$ cat src/sv/wsp_pkg.sv
// Shared types and constants for the wheel speed PID controller.
package wsp_pkg;

    localparam int CNT_W     = 16;
    localparam int TGT_W     = 14;
    localparam int GAIN_W    = 16;
    localparam int SPEED_W   = 23;
    localparam int ERR_W     = 24;
    localparam int SUM_W     = 32;
    localparam int PWR_W     = 16;
    localparam int MUL_A_W   = 33;
    localparam int MUL_B_W   = 17;
    localparam int PROD_W    = MUL_A_W + MUL_B_W;
    localparam int ACC_W     = PROD_W + 1;
    localparam int DIVD_W    = 34;
    localparam int CIDX_W    = 8;

    localparam logic [GAIN_W-1:0] GAIN_P_RST = 16'd3072;
    localparam logic [GAIN_W-1:0] GAIN_I_RST = 16'd205;
    localparam logic [GAIN_W-1:0] GAIN_D_RST = 16'd1024;
    localparam logic [GAIN_W-1:0] DPC_RST    = 16'd1618;

    localparam logic [MUL_B_W-1:0] MS_PER_S   = 17'd1000;
    localparam logic [SPEED_W-1:0] SPEED_MAX  = 23'h7FFFFF;
    localparam logic [ACC_W-1:0]   ROUND_HALF = 51'd2048;
    localparam int                 ROUND_SH   = 12;
    localparam logic signed [PWR_W-1:0] POWER_LIMIT = 16'sd25600;

    typedef enum logic [CIDX_W-1:0] {
        REG_GAIN_P = 8'd0,
        REG_GAIN_I = 8'd1,
        REG_GAIN_D = 8'd2,
        REG_DPC    = 8'd3
    } t_reg_idx;

    typedef enum logic [3:0] {
        S_IDLE,
        S_MUL_DC,
        S_MUL_K,
        S_DIV_GO,
        S_DIV,
        S_ERR,
        S_MUL_P,
        S_MUL_I,
        S_MUL_D,
        S_ACC,
        S_PWR,
        S_DONE
    } t_state;

    typedef struct packed {
        logic done;
        logic ovf;
    } t_div_stat;

endpackage

$ cat src/sv/wsp_div.sv
// Restoring divider for the speed quotient, one quotient bit per cycle.
module wsp_div (
    input  logic                         i_clk,
    input  logic                         i_rst_n,
    input  logic                         i_start,
    input  logic [wsp_pkg::DIVD_W-1:0]   i_dividend,
    input  logic [wsp_pkg::CNT_W-1:0]    i_divisor,
    output wsp_pkg::t_div_stat           o_stat,
    output logic [wsp_pkg::SPEED_W-1:0]  o_quotient
);

    localparam int QW = wsp_pkg::SPEED_W;
    localparam int DW = wsp_pkg::CNT_W;
    localparam int HW = wsp_pkg::DIVD_W - QW;

    logic          r_busy;
    logic          r_done;
    logic          r_ovf;
    logic [4:0]    r_cnt;
    logic [DW-1:0] r_rem;
    logic [QW-1:0] r_bits;

    logic [HW-1:0] hi;
    logic          ovf;
    logic [DW:0]   trial;
    logic [DW:0]   diff;
    logic          ge;

    assign hi    = i_dividend[wsp_pkg::DIVD_W-1:QW];
    assign ovf   = {{(DW-HW){1'b0}}, hi} >= i_divisor;
    assign trial = {r_rem, r_bits[QW-1]};
    assign ge    = trial >= {1'b0, i_divisor};
    assign diff  = trial - {1'b0, i_divisor};

    always_ff @(posedge i_clk) begin
        if (!i_rst_n) begin
            r_busy <= 1'b0;
            r_done <= 1'b0;
            r_ovf  <= 1'b0;
            r_cnt  <= '0;
        end else begin
            r_done <= 1'b0;
            if (i_start) begin
                r_ovf <= ovf;
                if (ovf) begin
                    r_done <= 1'b1;
                end else begin
                    r_busy <= 1'b1;
                    r_cnt  <= 5'(QW - 1);
                end
            end else if (r_busy) begin
                if (r_cnt == '0) begin
                    r_busy <= 1'b0;
                    r_done <= 1'b1;
                end else begin
                    r_cnt <= r_cnt - 5'd1;
                end
            end
        end
    end

    always_ff @(posedge i_clk) begin
        if (i_start) begin
            r_rem  <= {{(DW-HW){1'b0}}, hi};
            r_bits <= i_dividend[QW-1:0];
        end else if (r_busy) begin
            r_rem  <= ge ? diff[DW-1:0] : trial[DW-1:0];
            r_bits <= {r_bits[QW-2:0], ge};
        end
    end

    assign o_stat.done = r_done;
    assign o_stat.ovf  = r_ovf;
    assign o_quotient  = r_bits;

endmodule

$ cat src/sv/wheel_speed_pid.sv
// Incremental PID wheel speed controller, top level.
// The count and scale products are formed on one shared 33x17 signed
// multiplier. The S_DIV_GO step starts the restoring divider, which forms
// 23 quotient bits, one per cycle, and then hands the quotient over. The
// error update, the three gain products on the same multiplier, accumulate,
// round and clip, and the output load follow. A zero time delta skips the
// divide. A saturating speed makes the divider finish at once, without
// forming quotient bits. A restart item skips the computation and gives a
// zero result. The input is not ready while an item is in work. It is ready
// again in the cycle after the result is loaded. A finished result waits in
// the output register. While that register is still full, the next finished
// result holds the sequencer, and the input with it.
module wheel_speed_pid (
    input  logic        i_clk,
    input  logic        i_rst_n,
    input  logic        s_axis_tvalid,
    output logic        s_axis_tready,
    input  logic [47:0] s_axis_tdata,   // encoder_count[15:0], time_ms[31:16],
                                        // target_speed[45:32], zero pad
    input  logic [0:0]  s_axis_tuser,   // restart
    output logic        m_axis_tvalid,
    input  logic        m_axis_tready,
    output logic [15:0] m_axis_tdata,   // drive_power
    output logic [1:0]  m_axis_tuser,   // power_saturated, bad_interval
    input  logic        i_cfg_valid,
    output logic        o_cfg_ready,
    input  logic [7:0]  i_cfg_index,
    input  logic [15:0] i_cfg_data
);

    localparam int CW = wsp_pkg::CNT_W;
    localparam int EW = wsp_pkg::ERR_W;
    localparam int SW = wsp_pkg::SUM_W;
    localparam int PW = wsp_pkg::PWR_W;
    localparam int AW = wsp_pkg::ACC_W;
    localparam int ROUND_SH_W = wsp_pkg::ROUND_SH;

    wsp_pkg::t_state r_state, n_state;

    logic [wsp_pkg::GAIN_W-1:0] r_gain_p, r_gain_i, r_gain_d, r_dpc;
    logic [CW-1:0]  r_last_count, r_last_time;
    logic [EW-1:0]  r_last_error;
    logic [SW-1:0]  r_error_sum;
    logic [PW-1:0]  r_power_acc;

    logic [CW-1:0]  r_dc, r_dt;
    logic [wsp_pkg::TGT_W-1:0] r_target;
    logic [wsp_pkg::SPEED_W-1:0] r_speed;
    logic           r_bad;
    logic [EW-1:0]  r_err;
    logic [EW:0]    r_derr;
    logic [SW-1:0]  r_sum;
    logic signed [wsp_pkg::PROD_W-1:0] r_mul;
    logic signed [AW-1:0] r_acc;
    logic [PW-1:0]  r_res_power;
    logic           r_res_sat, r_res_bad;
    logic           r_out_valid;
    logic [PW-1:0]  r_out_power;
    logic           r_out_sat, r_out_bad;

    logic           accept;
    logic           restart;
    logic [CW-1:0]  in_count, in_time;
    logic [wsp_pkg::TGT_W-1:0] in_target;
    logic           out_load;
    logic           mul_en;
    logic signed [wsp_pkg::MUL_A_W-1:0] mul_a;
    logic signed [wsp_pkg::MUL_B_W-1:0] mul_b;
    logic           div_start;
    wsp_pkg::t_div_stat div_stat;
    logic [wsp_pkg::SPEED_W-1:0] div_quo;

    logic [EW:0]    e_full;
    logic [EW-1:0]  err_c;
    logic [EW:0]    derr_c;
    logic [SW:0]    s_full;
    logic [SW-1:0]  sum_c;
    logic signed [AW-1:0] rnd;
    logic signed [AW-ROUND_SH_W-1:0] delta;
    logic signed [39:0] psum;
    logic [PW-1:0]  pwr_c;
    logic           sat_c;

    assign in_count  = s_axis_tdata[15:0];
    assign in_time   = s_axis_tdata[31:16];
    assign in_target = s_axis_tdata[45:32];
    assign restart   = s_axis_tuser[0];

    assign s_axis_tready = (r_state == wsp_pkg::S_IDLE);
    assign accept        = s_axis_tvalid && s_axis_tready;
    assign o_cfg_ready   = 1'b1;
    assign out_load      = (r_state == wsp_pkg::S_DONE) && (!r_out_valid || m_axis_tready);
    assign div_start     = (r_state == wsp_pkg::S_DIV_GO) && (r_dt != '0);

    // sequencer
    always_comb begin
        n_state = r_state;
        case (r_state)
            wsp_pkg::S_IDLE: begin
                if (accept) n_state = restart ? wsp_pkg::S_DONE : wsp_pkg::S_MUL_DC;
            end
            wsp_pkg::S_MUL_DC: n_state = wsp_pkg::S_MUL_K;
            wsp_pkg::S_MUL_K:  n_state = wsp_pkg::S_DIV_GO;
            wsp_pkg::S_DIV_GO: n_state = (r_dt == '0) ? wsp_pkg::S_ERR : wsp_pkg::S_DIV;
            wsp_pkg::S_DIV: begin
                if (div_stat.done) n_state = wsp_pkg::S_ERR;
            end
            wsp_pkg::S_ERR:   n_state = wsp_pkg::S_MUL_P;
            wsp_pkg::S_MUL_P: n_state = wsp_pkg::S_MUL_I;
            wsp_pkg::S_MUL_I: n_state = wsp_pkg::S_MUL_D;
            wsp_pkg::S_MUL_D: n_state = wsp_pkg::S_ACC;
            wsp_pkg::S_ACC:   n_state = wsp_pkg::S_PWR;
            wsp_pkg::S_PWR:   n_state = wsp_pkg::S_DONE;
            wsp_pkg::S_DONE: begin
                if (out_load) n_state = wsp_pkg::S_IDLE;
            end
            default: n_state = wsp_pkg::S_IDLE;
        endcase
    end

    // shared multiplier operands
    always_comb begin
        mul_en = 1'b1;
        mul_a  = '0;
        mul_b  = '0;
        case (r_state)
            wsp_pkg::S_MUL_DC: begin
                mul_a = {17'd0, r_dc};
                mul_b = {1'b0, r_dpc};
            end
            wsp_pkg::S_MUL_K: begin
                mul_a = {1'b0, r_mul[31:0]};
                mul_b = wsp_pkg::MS_PER_S;
            end
            wsp_pkg::S_MUL_P: begin
                mul_a = {{9{r_err[EW-1]}}, r_err};
                mul_b = {1'b0, r_gain_p};
            end
            wsp_pkg::S_MUL_I: begin
                mul_a = {r_sum[SW-1], r_sum};
                mul_b = {1'b0, r_gain_i};
            end
            wsp_pkg::S_MUL_D: begin
                mul_a = {{8{r_derr[EW]}}, r_derr};
                mul_b = {1'b0, r_gain_d};
            end
            default: mul_en = 1'b0;
        endcase
    end

    // error, error change and saturating error sum
    always_comb begin
        e_full = {{(EW+1-wsp_pkg::TGT_W){r_target[wsp_pkg::TGT_W-1]}}, r_target}
                 - {2'b00, r_speed};
        if (e_full[EW] != e_full[EW-1]) begin
            err_c = e_full[EW] ? {1'b1, {(EW-1){1'b0}}} : {1'b0, {(EW-1){1'b1}}};
        end else begin
            err_c = e_full[EW-1:0];
        end
        derr_c = {err_c[EW-1], err_c} - {r_last_error[EW-1], r_last_error};
        s_full = {r_error_sum[SW-1], r_error_sum} + {{(SW+1-EW){err_c[EW-1]}}, err_c};
        if (s_full[SW] != s_full[SW-1]) begin
            sum_c = s_full[SW] ? {1'b1, {(SW-1){1'b0}}} : {1'b0, {(SW-1){1'b1}}};
        end else begin
            sum_c = s_full[SW-1:0];
        end
    end

    // rounding to Q8.8 and power clip
    always_comb begin
        rnd   = r_acc + wsp_pkg::ROUND_HALF;
        delta = rnd[AW-1:ROUND_SH_W];
        psum  = {{(40-PW){r_power_acc[PW-1]}}, r_power_acc}
                + {{(40-(AW-ROUND_SH_W)){delta[AW-ROUND_SH_W-1]}}, delta};
        sat_c = 1'b1;
        if (psum > 40'sd25600) begin
            pwr_c = wsp_pkg::POWER_LIMIT;
        end else if (psum < -40'sd25600) begin
            pwr_c = -wsp_pkg::POWER_LIMIT;
        end else begin
            pwr_c = psum[PW-1:0];
            sat_c = 1'b0;
        end
    end

    always_ff @(posedge i_clk) begin
        if (!i_rst_n) begin
            r_state      <= wsp_pkg::S_IDLE;
            r_out_valid  <= 1'b0;
            r_gain_p     <= wsp_pkg::GAIN_P_RST;
            r_gain_i     <= wsp_pkg::GAIN_I_RST;
            r_gain_d     <= wsp_pkg::GAIN_D_RST;
            r_dpc        <= wsp_pkg::DPC_RST;
            r_last_count <= '0;
            r_last_time  <= '0;
            r_last_error <= '0;
            r_error_sum  <= '0;
            r_power_acc  <= '0;
        end else begin
            r_state <= n_state;
            if (i_cfg_valid) begin
                case (i_cfg_index)
                    wsp_pkg::REG_GAIN_P: r_gain_p <= i_cfg_data;
                    wsp_pkg::REG_GAIN_I: r_gain_i <= i_cfg_data;
                    wsp_pkg::REG_GAIN_D: r_gain_d <= i_cfg_data;
                    wsp_pkg::REG_DPC:    r_dpc    <= i_cfg_data;
                    default: ;
                endcase
            end
            if (out_load) begin
                r_out_valid <= 1'b1;
            end else if (m_axis_tready) begin
                r_out_valid <= 1'b0;
            end
            if (accept) begin
                if (restart) begin
                    r_last_count <= '0;
                    r_last_time  <= in_time;
                    r_last_error <= '0;
                    r_error_sum  <= '0;
                    r_power_acc  <= '0;
                end else begin
                    r_last_count <= in_count;
                    r_last_time  <= in_time;
                end
            end
            if (r_state == wsp_pkg::S_ERR) begin
                r_last_error <= err_c;
                r_error_sum  <= sum_c;
            end
            if (r_state == wsp_pkg::S_PWR) begin
                r_power_acc <= pwr_c;
            end
        end
    end

    always_ff @(posedge i_clk) begin
        if (accept) begin
            r_dc        <= in_count - r_last_count;
            r_dt        <= in_time - r_last_time;
            r_target    <= in_target;
            r_bad       <= 1'b0;
            r_res_power <= '0;
            r_res_sat   <= 1'b0;
            r_res_bad   <= 1'b0;
        end
        if (mul_en) begin
            r_mul <= mul_a * mul_b;
        end
        if ((r_state == wsp_pkg::S_DIV_GO) && (r_dt == '0)) begin
            r_speed <= '0;
            r_bad   <= 1'b1;
        end
        if ((r_state == wsp_pkg::S_DIV) && div_stat.done) begin
            r_speed <= div_stat.ovf ? wsp_pkg::SPEED_MAX : div_quo;
        end
        if (r_state == wsp_pkg::S_ERR) begin
            r_err  <= err_c;
            r_derr <= derr_c;
            r_sum  <= sum_c;
        end
        if (r_state == wsp_pkg::S_MUL_I) begin
            r_acc <= {r_mul[wsp_pkg::PROD_W-1], r_mul};
        end else if ((r_state == wsp_pkg::S_MUL_D) || (r_state == wsp_pkg::S_ACC)) begin
            r_acc <= r_acc + {r_mul[wsp_pkg::PROD_W-1], r_mul};
        end
        if (r_state == wsp_pkg::S_PWR) begin
            r_res_power <= pwr_c;
            r_res_sat   <= sat_c;
            r_res_bad   <= r_bad;
        end
        if (out_load) begin
            r_out_power <= r_res_power;
            r_out_sat   <= r_res_sat;
            r_out_bad   <= r_res_bad;
        end
    end

    wsp_div u_div (
        .i_clk      (i_clk),
        .i_rst_n    (i_rst_n),
        .i_start    (div_start),
        .i_dividend (r_mul[41:8]),
        .i_divisor  (r_dt),
        .o_stat     (div_stat),
        .o_quotient (div_quo)
    );

    assign m_axis_tvalid = r_out_valid;
    assign m_axis_tdata  = r_out_power;
    assign m_axis_tuser  = {r_out_bad, r_out_sat};

    a_power_range: assert property (@(posedge i_clk) disable iff (!i_rst_n)
        r_out_valid |-> ($signed(r_out_power) <= wsp_pkg::POWER_LIMIT)
                     && ($signed(r_out_power) >= -wsp_pkg::POWER_LIMIT))
        else $error("drive power outside limit");

    a_sat_at_limit: assert property (@(posedge i_clk) disable iff (!i_rst_n)
        (r_out_valid && r_out_sat) |-> ($signed(r_out_power) == wsp_pkg::POWER_LIMIT)
                                    || ($signed(r_out_power) == -wsp_pkg::POWER_LIMIT))
        else $error("saturation flag without power at a limit");

    a_div_done_in_div: assert property (@(posedge i_clk) disable iff (!i_rst_n)
        div_stat.done |-> (r_state == wsp_pkg::S_DIV))
        else $error("divider finished outside divide step");

    a_sample_starts: assert property (@(posedge i_clk) disable iff (!i_rst_n)
        (accept && !restart) |=> (r_state == wsp_pkg::S_MUL_DC))
        else $error("sample transfer did not start the sequence");

endmodule

$ cat config.mk
export PLATFORM = sky130hd
export DESIGN_NAME = wheel_speed_pid
export DESIGN_NICKNAME = d
export VERILOG_FILES = /design/src/sv/wsp_pkg.sv /design/src/sv/wsp_div.sv /design/src/sv/wheel_speed_pid.sv
export SDC_FILE = /design/constraint.sdc
export NUM_CORES = 2
export LEC_CHECK = 0
export ABC_AREA = 1
export BUFFER_PORTS_ARGS = -buffer_cell sky130_fd_sc_hd__buf_2
export CORE_UTILIZATION = 48
export CTS_CLUSTER_SIZE = 14
export DETAILED_ROUTE_END_ITERATION = 16
export GPL_ROUTABILITY_DRIVEN = 0
export SYNTH_ARGS = -nofsm -noshare
export SYNTH_HDL_FRONTEND = slang
export SYNTH_SLANG_ARGS = --single-unit
$ cat constraint.sdc
create_clock -name i_clk -period 10.14 [get_ports i_clk]
set_clock_uncertainty 0.1 [all_clocks]
set_input_delay 1.014 -clock i_clk [delete_from_list [all_inputs] [get_ports i_clk]]
set_output_delay 1.014 -clock i_clk [all_outputs]
set_load 0.02 [all_outputs]
# After elaboration in Yosys (flattened, before gate mapping)
# Cells that the tools add are included.
classes:
  addsub: 10
  multipliers: 1
  div_mod_pow: 0
  magnitude_cmp: 4
  n_eq_ne: 21
  shifts: 0
  n_mux: 56
  n_bitwise: 0
  reduce_logical: 30
ops:
  columns: ["op", "count"]
  rows:
  - ["case mux 33 bit (5 select lines)", 1]
  - ["two-way mux 32 bit", 5]
  - ["two-way mux 16 bit", 9]
  - ["two-way mux 24 bit", 5]
  - ["two-way mux 23 bit", 5]
  - ["two-way mux 51 bit", 2]
  - ["case mux 16 bit (5 select lines)", 1]
  - ["adder 51 x 12 -> 51 bit (second input constant)", 1]
  - ["adder 51 bit", 1]
  - ["multiplier 33 x 17 -> 50 bit", 1]
  - ["case mux 4 bit (12 select lines)", 1]
  - ["subtractor 16 bit", 3]
  - ["adder 16 x 39 -> 40 bit", 1]
  - ["greater-than comparator 40 x 16 -> 1 bit (second input constant)", 1]
  - ["less-than comparator 40 x 16 -> 1 bit (second input constant)", 1]
  - ["adder 32 x 24 -> 33 bit", 1]
  - ["subtractor 14 x 24 -> 25 bit", 1]
  - ["subtractor 24 x 24 -> 25 bit", 1]
  - ["two-way mux 11 bit", 2]
  - ["two-way mux 5 bit", 4]
  - ["greater-or-equal comparator 17 x 16 -> 1 bit", 1]
  - ["two-way mux 1 bit", 17]
  - ["== test 4 x 3 -> 1 bit (second input constant)", 4]
  - ["== test 4 bit (second input constant)", 4]
  - ["22 further kinds", 49]
totals:
  ff_bits: 508
  latchBits: 0
  ram_bits: 0
  mem_bits_ro: 0
  input_bits: 78
  output_inout_bits: 21
  wordCells: 156
  memories: 0

# Logic depth before layout (Yosys ltp)
depth:
  ltp_word: 7
  depth_mapped: 39
  mapped_depth_nobuf: 39

# Hierarchy
# A second synthesis with hierarchy kept.
unflattened:
  cells_unflattened: 6889
  hier_area_um2: 52835.7
modules_own_cells:
  columns: ["module", "n_inst", "cells_per_inst", "area_per_inst_um2", "seq_area_each_um2"]
  rows:
  - ["wheel_speed_pid", 1, 6403, 49403.6, 12101.6]
  - ["wsp_div", 1, 486, 3432.0, 1281.2]

# Worst setup path after synthesis
# OpenSTA, ideal clock, no wires.
synth_path:
  kind: "register to register"
  from: "register r_state[1]"
  to: "register r_mul[48] in the netlist's numbering (data pin)"
  t_arrival_ns: 6.814
  required_ns: 9.782
  path_slack_ns: 2.968
  stages_incl_launch_ff: 36
  n_path_buf: 2
  path_cell_list: "dfxtp_1 > inv_1 > nor2_1 > nand2_1 > nor2_1 > clkbuf_1 > a22o_1 > nor2_1 > inv_1 > clkbuf_1 > nand2_1 > fa_1 > inv_1 > fa_1 > inv_1 > fa_1 > inv_1 > fa_1 > fa_1 > inv_1 > fa_1 > inv_1 > ha_1 > a21oi_1 > inv_1 > a21oi_1 > o21ai_0 > nand2_1 > o211ai_1 > a21oi_1 > o21ai_0 > nand3_1 > nand2_1 > nand2_1 > nand3_1 > xor2_1"
synth_via:
  elab_chain_cells: 3
  word_cells_on_any_way: 8
  cone_classes: "mul (1); eq/ne (5); mux (2)"
synth_lines:
  columns: ["item", "line", "source"]
  rows:
  - ["start, declared", "wheel_speed_pid.sv:38", "wsp_pkg::t_state r_state, n_state;"]
  - ["start signal, assigned", "wheel_speed_pid.sv:188", "r_state <= wsp_pkg::S_IDLE;"]
  - ["start signal, assigned", "wheel_speed_pid.sv:200", "r_state <= n_state;"]
  - ["== test 4 bit, or another cell as far along", "wheel_speed_pid.sv:126", "case (r_state)"]
  - ["case mux 33 bit (5 select lines) / case mux 16 bit (5 select lines) (equally long branches)", "wheel_speed_pid.sv:126", null]
  - ["multiplier 33 x 17 -> 50 bit (*)", "wheel_speed_pid.sv:248", "r_mul <= mul_a * mul_b;"]
  - ["end signal, assigned", "wheel_speed_pid.sv:248", null]
  - ["end, declared", "wheel_speed_pid.sv:53", "logic signed [wsp_pkg::PROD_W-1:0] r_mul;"]
# Mark *: on every way between the ends. The rest lies on a longest branch, timed or not.
# A chain may end at the register's enable or synchronous reset.

# Worst setup path in the final report
layout_path:
  from: "register r_state[2]"
  to: "register r_mul[48] in the netlist's numbering (data pin)"
# The elaborated chain is that of the path after synthesis.

==> impl_metrics.json <==
{
  "cts_root_buffer": "sky130_fd_sc_hd__clkbuf_16",
  "synth-warning-count": 0,
  "wire_per_inst_um": 19.0,
  "slowest_delay_ps": 590,
  "post-layout-total-power_w": 0.0153,
  "setup.worst_path.start_class": "register",
  "fraction_of_synthesized_area_in_multiplexers_pct": 0,
  "synthAdderAreaFrac_pct": 28.2,
  "cts_post_setup_buffers_inserted": 0,
  "ffs_w_async_s_r_synth_pct": 0,
  "final-max-slew-violation-count": 0,
  "crit_family": "adder cells",
  "ir_drop_mv": 0.164,
  "initial_cell_density_of_the_core_pct": 48.4,
  "worst_skew_pair.late_latency_ps": 650,
  "cts_max_path_buffers": 3,
  "synth_enable_flop_cells": 321,
  "total_of_buffers_placed_on_input_and_output_ports": 95,
  "critical-path-slowest-cell": "sky130_fd_sc_hd__dfxtp_1",
  "cts_buffers": 55,
  "dp_hpwl_um": 126000,
  "compound_cell_area_share_of_the_yosys_netlist_pct": 11.3,
  "tritoncts": "built",
  "timing.max_slew.rel_slack_pct": 17.5,
  "synth_area_leader_cell": "sky130_fd_sc_hd__fa_1",
  "power.density_nw_per_um2": 273,
  "timing.critical_path.buf_inv": 12,
  "required_time_of_the_critical_path_ps": 10480,
  "clkSinkCount": 508,
  "path_max_fanout": 17,
  "detail_route.wirelength_um": 156000,
  "fmax_ghz": 0.111,
  "syn2layout_area_growth_pct": 8.46,
  "post_synth.cell_area_avg_sq_um": 7.75,
  "outcome": "complete, no violations",
  "synth_area_sq_um": 51800,
  "wire_length_of_the_first_global_routing_pass_um": 241000,
  "gr-usage-all-layers_pct": 28.7,
  "die_height_um": 330,
  "grt_start_max_net_pins": 85,
  "grt_pass1_vias": 42700,
  "detailedRoute.firstIterationViolations": 3594,
  "synth.most_common_cell": "sky130_fd_sc_hd__nand2_1",
  "clkTransAtPathRegs_ps": 70,
  "drt-pass1-iter-count": 6,
  "number_of_setup_violations_in_the_final_report": 0,
  "critical_path.endpoint_type": "register",
  "post-route-period-util_pct": 88.5,
  "grt_antenna_before_repair": 8,
  "finalWorstPathRequiredPeriod_ps": 8980,
  "via_count": 43800,
  "synth_top_area_share_pct": 19.8,
  "worst-setup-path-type": "register to register",
  "die_x_um": 330,
  "grt.met2_usage_pct": 47.7,
  "netlist_top_cells_count": "sky130_fd_sc_hd__nand2_1, sky130_fd_sc_hd__inv_1, sky130_fd_sc_hd__nor2_1",
  "post_syn_nets": 7616,
  "power_leakage_nw": 27.1,
  "measured_slew_at_the_worst_slew_check_pin_ps": 1230,
  "ys_types": 59,
  "hold_class": "register to register",
  "timing.critical_path.mode_cell": "sky130_fd_sc_hd__inv_1",
  "floorplan.die_area_sq_um": 109000,
  "drcViolationCount": 0,
  "layout.nets": 7690,
  "layout-drive-gt1-share_pct": 5.91,
  "cts_htree_levels": 2,
  "arrival_worst_endpoint_ps": 9310,
  "ioPinCount": 99,
  "post_synth_inst_count": 6677,
  "post_cts_resize_count": 0,
  "synthXorXnorAreaFrac_pct": 3.69,
  "hold_viol_final": 0,
  "cts_hold_buf": 0,
  "post_synth_and_or_nand_nor_area_fraction_pct": 19.4,
  "grt_most_used_layer": "met2",
  "synth_top_cells_by_area": "sky130_fd_sc_hd__fa_1, sky130_fd_sc_hd__edfxtp_1, sky130_fd_sc_hd__nand2_1",
  "cap_violations": 0,
  "grtUsageMet3_pct": 4.74,
  "globalRouteMet1Util_pct": 37.6,
  "totalNegativeSetupSlack_ps": 0,
  "post_synthesis_sequential_area_ratio_pct": 25.9,
  "rsz_0062_raised_after_global_routing": "false",
  "fp-row-count": 120,
  "synth.ff_latch_count": 508,
  "antenna_viol_nets_final": 0,
  "globalRouteOverflowTotal": 0,
  "synth_top_family_by_area": "adder cells",
  "flip_flop_cell_with_the_highest_count_after_synthesis": "sky130_fd_sc_hd__edfxtp_1",
  "vias_per_cell": 5.34,
  "coreArea_sq_um": 107000
}
sequential cells by signal, indices dropped and copies added (netlist names), 23 cells and up:
register / flops
r_acc: 51
r_derr: 25
r_err: 24
r_error_sum: 32
r_last_error: 24
r_mul: 50
r_speed: 23
r_sum: 32
u_div.o_quotient: 23
power by group:
group	internal [W]	switching, W
registers	0.00308	0.000444
logic	0.00312	0.00647
clock network	0.00134	0.000900
total	0.00753	0.00781
per-stage QoR:
stage	instances	util (%)	hold slack, ps	area [sq um]	worst slack [ps]
6_report	8206	52.4	318	56100	1160
5_1_grt	8204	52.4	327	56100	691
4_1_cts	8200	52.4	318	56100	1170
3_5_place_dp	8097	50.5	305	54100	1250
3_3_place_gp	8097	50.5	302	54100	1370
2_1_floorplan	6677	-	300	51800	2970
placed cells by master, fill, tap and decap left out, types with 6 or more instances in the layout:
cell type / netlist / final
sky130_fd_sc_hd__nor2_4: 7 / 9
sky130_fd_sc_hd__xor2_1: 148 / 148
sky130_fd_sc_hd__diode_2: 0 / 6
sky130_fd_sc_hd__nor3_1: 36 / 36
sky130_fd_sc_hd__dfxtp_1: 187 / 187
sky130_fd_sc_hd__a211oi_1: 21 / 21
sky130_fd_sc_hd__a31oi_1: 67 / 67
sky130_fd_sc_hd__nand3b_1: 7 / 7
sky130_fd_sc_hd__nand2_2: 9 / 11
sky130_fd_sc_hd__o211ai_1: 28 / 28
sky130_fd_sc_hd__nor4_1: 25 / 25
sky130_fd_sc_hd__clkbuf_1: 140 / 10
sky130_fd_sc_hd__xnor2_1: 70 / 70
sky130_fd_sc_hd__clkinv_1: 9 / 11
sky130_fd_sc_hd__fa_1: 511 / 511
sky130_fd_sc_hd__o22ai_1: 13 / 13
sky130_fd_sc_hd__nor2_1: 573 / 568
sky130_fd_sc_hd__bufinv_16: 0 / 11
sky130_fd_sc_hd__inv_1: 1350 / 1349
sky130_fd_sc_hd__a21o_1: 19 / 19
sky130_fd_sc_hd__edfxtp_1: 321 / 321
sky130_fd_sc_hd__a221oi_1: 25 / 23
sky130_fd_sc_hd__a22o_1: 20 / 20
sky130_fd_sc_hd__o21bai_1: 20 / 20
sky130_fd_sc_hd__or2_2: 37 / 37
sky130_fd_sc_hd__clkbuf_16: 0 / 56
sky130_fd_sc_hd__ha_1: 350 / 350
sky130_fd_sc_hd__clkinv_2: 0 / 8
sky130_fd_sc_hd__inv_2: 38 / 38
sky130_fd_sc_hd__nand3_1: 176 / 175
sky130_fd_sc_hd__a21oi_1: 458 / 457
sky130_fd_sc_hd__nand2_1: 1534 / 1532
sky130_fd_sc_hd__nand4_1: 58 / 58
sky130_fd_sc_hd__a21boi_0: 8 / 8
sky130_fd_sc_hd__o21a_1: 16 / 16
sky130_fd_sc_hd__buf_2: 12 / 95
sky130_fd_sc_hd__o21ai_1: 21 / 20
sky130_fd_sc_hd__buf_4: 7 / 98
sky130_fd_sc_hd__a21boi_1: 6 / 6
sky130_fd_sc_hd__o21ai_0: 292 / 292
worst reg2reg max path, delay by kind of cell, from the launching register on:
family | cells | cell delay (ps)
AND/OR/NAND/NOR | 10 | 1180
flip-flops | 1 | 590
buffers and inverters | 12 | 2390
adder cells (fa/ha/maj) | 7 | 3160
AO/OA/AOI/OAI | 6 | 1150
XOR/XNOR | 1 | 190
area by class of cell:
type | count | area [sq um]
tap | 1403 | 1760
sequential | 508 | 13400
inverter | 1397 | 5250
multi-input combinational | 4596 | 32500
timing repair buffer | 193 | 1210
antenna | 6 | 15.0
clock buffer | 70 | 1490
fill | 10400 | 50900
clock inverter | 33 | 531
worst paths after layout:
path,startpoint,end,slack [ps],cells after the start
setup / recovery,r_state[2],r_mul[48],1160,36
hold / removal,r_res_power[8],m_axis_tdata[8],320,0
setup reg to reg,r_state[2],r_mul[48],1160,36
hold reg to reg,r_res_power[8],m_axis_tdata[8],320,0
kinds of logic after synthesis:
| group | count (synthesis) |
|---|---|
| flip-flops | 508 |
| adder cells (fa/ha/maj) | 861 |
| AO/OA/AOI/OAI | 1038 |
| AND/OR/NAND/NOR | 2478 |
| other | 1 |
| buffers and inverters | 1573 |
| XOR/XNOR | 218 |
layer usage:
| metal | part of all wire (%) | vias to the layer above |
|---|---|---|
| met2 | 47 | 1392 |
| li1 | - | 21200 |
| met3 | 6.9 | 296 |
| met5 | 0.0051 | - |
| met1 | 43 | 21000 |
| met4 | 3.9 | 2 |
Power figures use the tool's default switching activity.
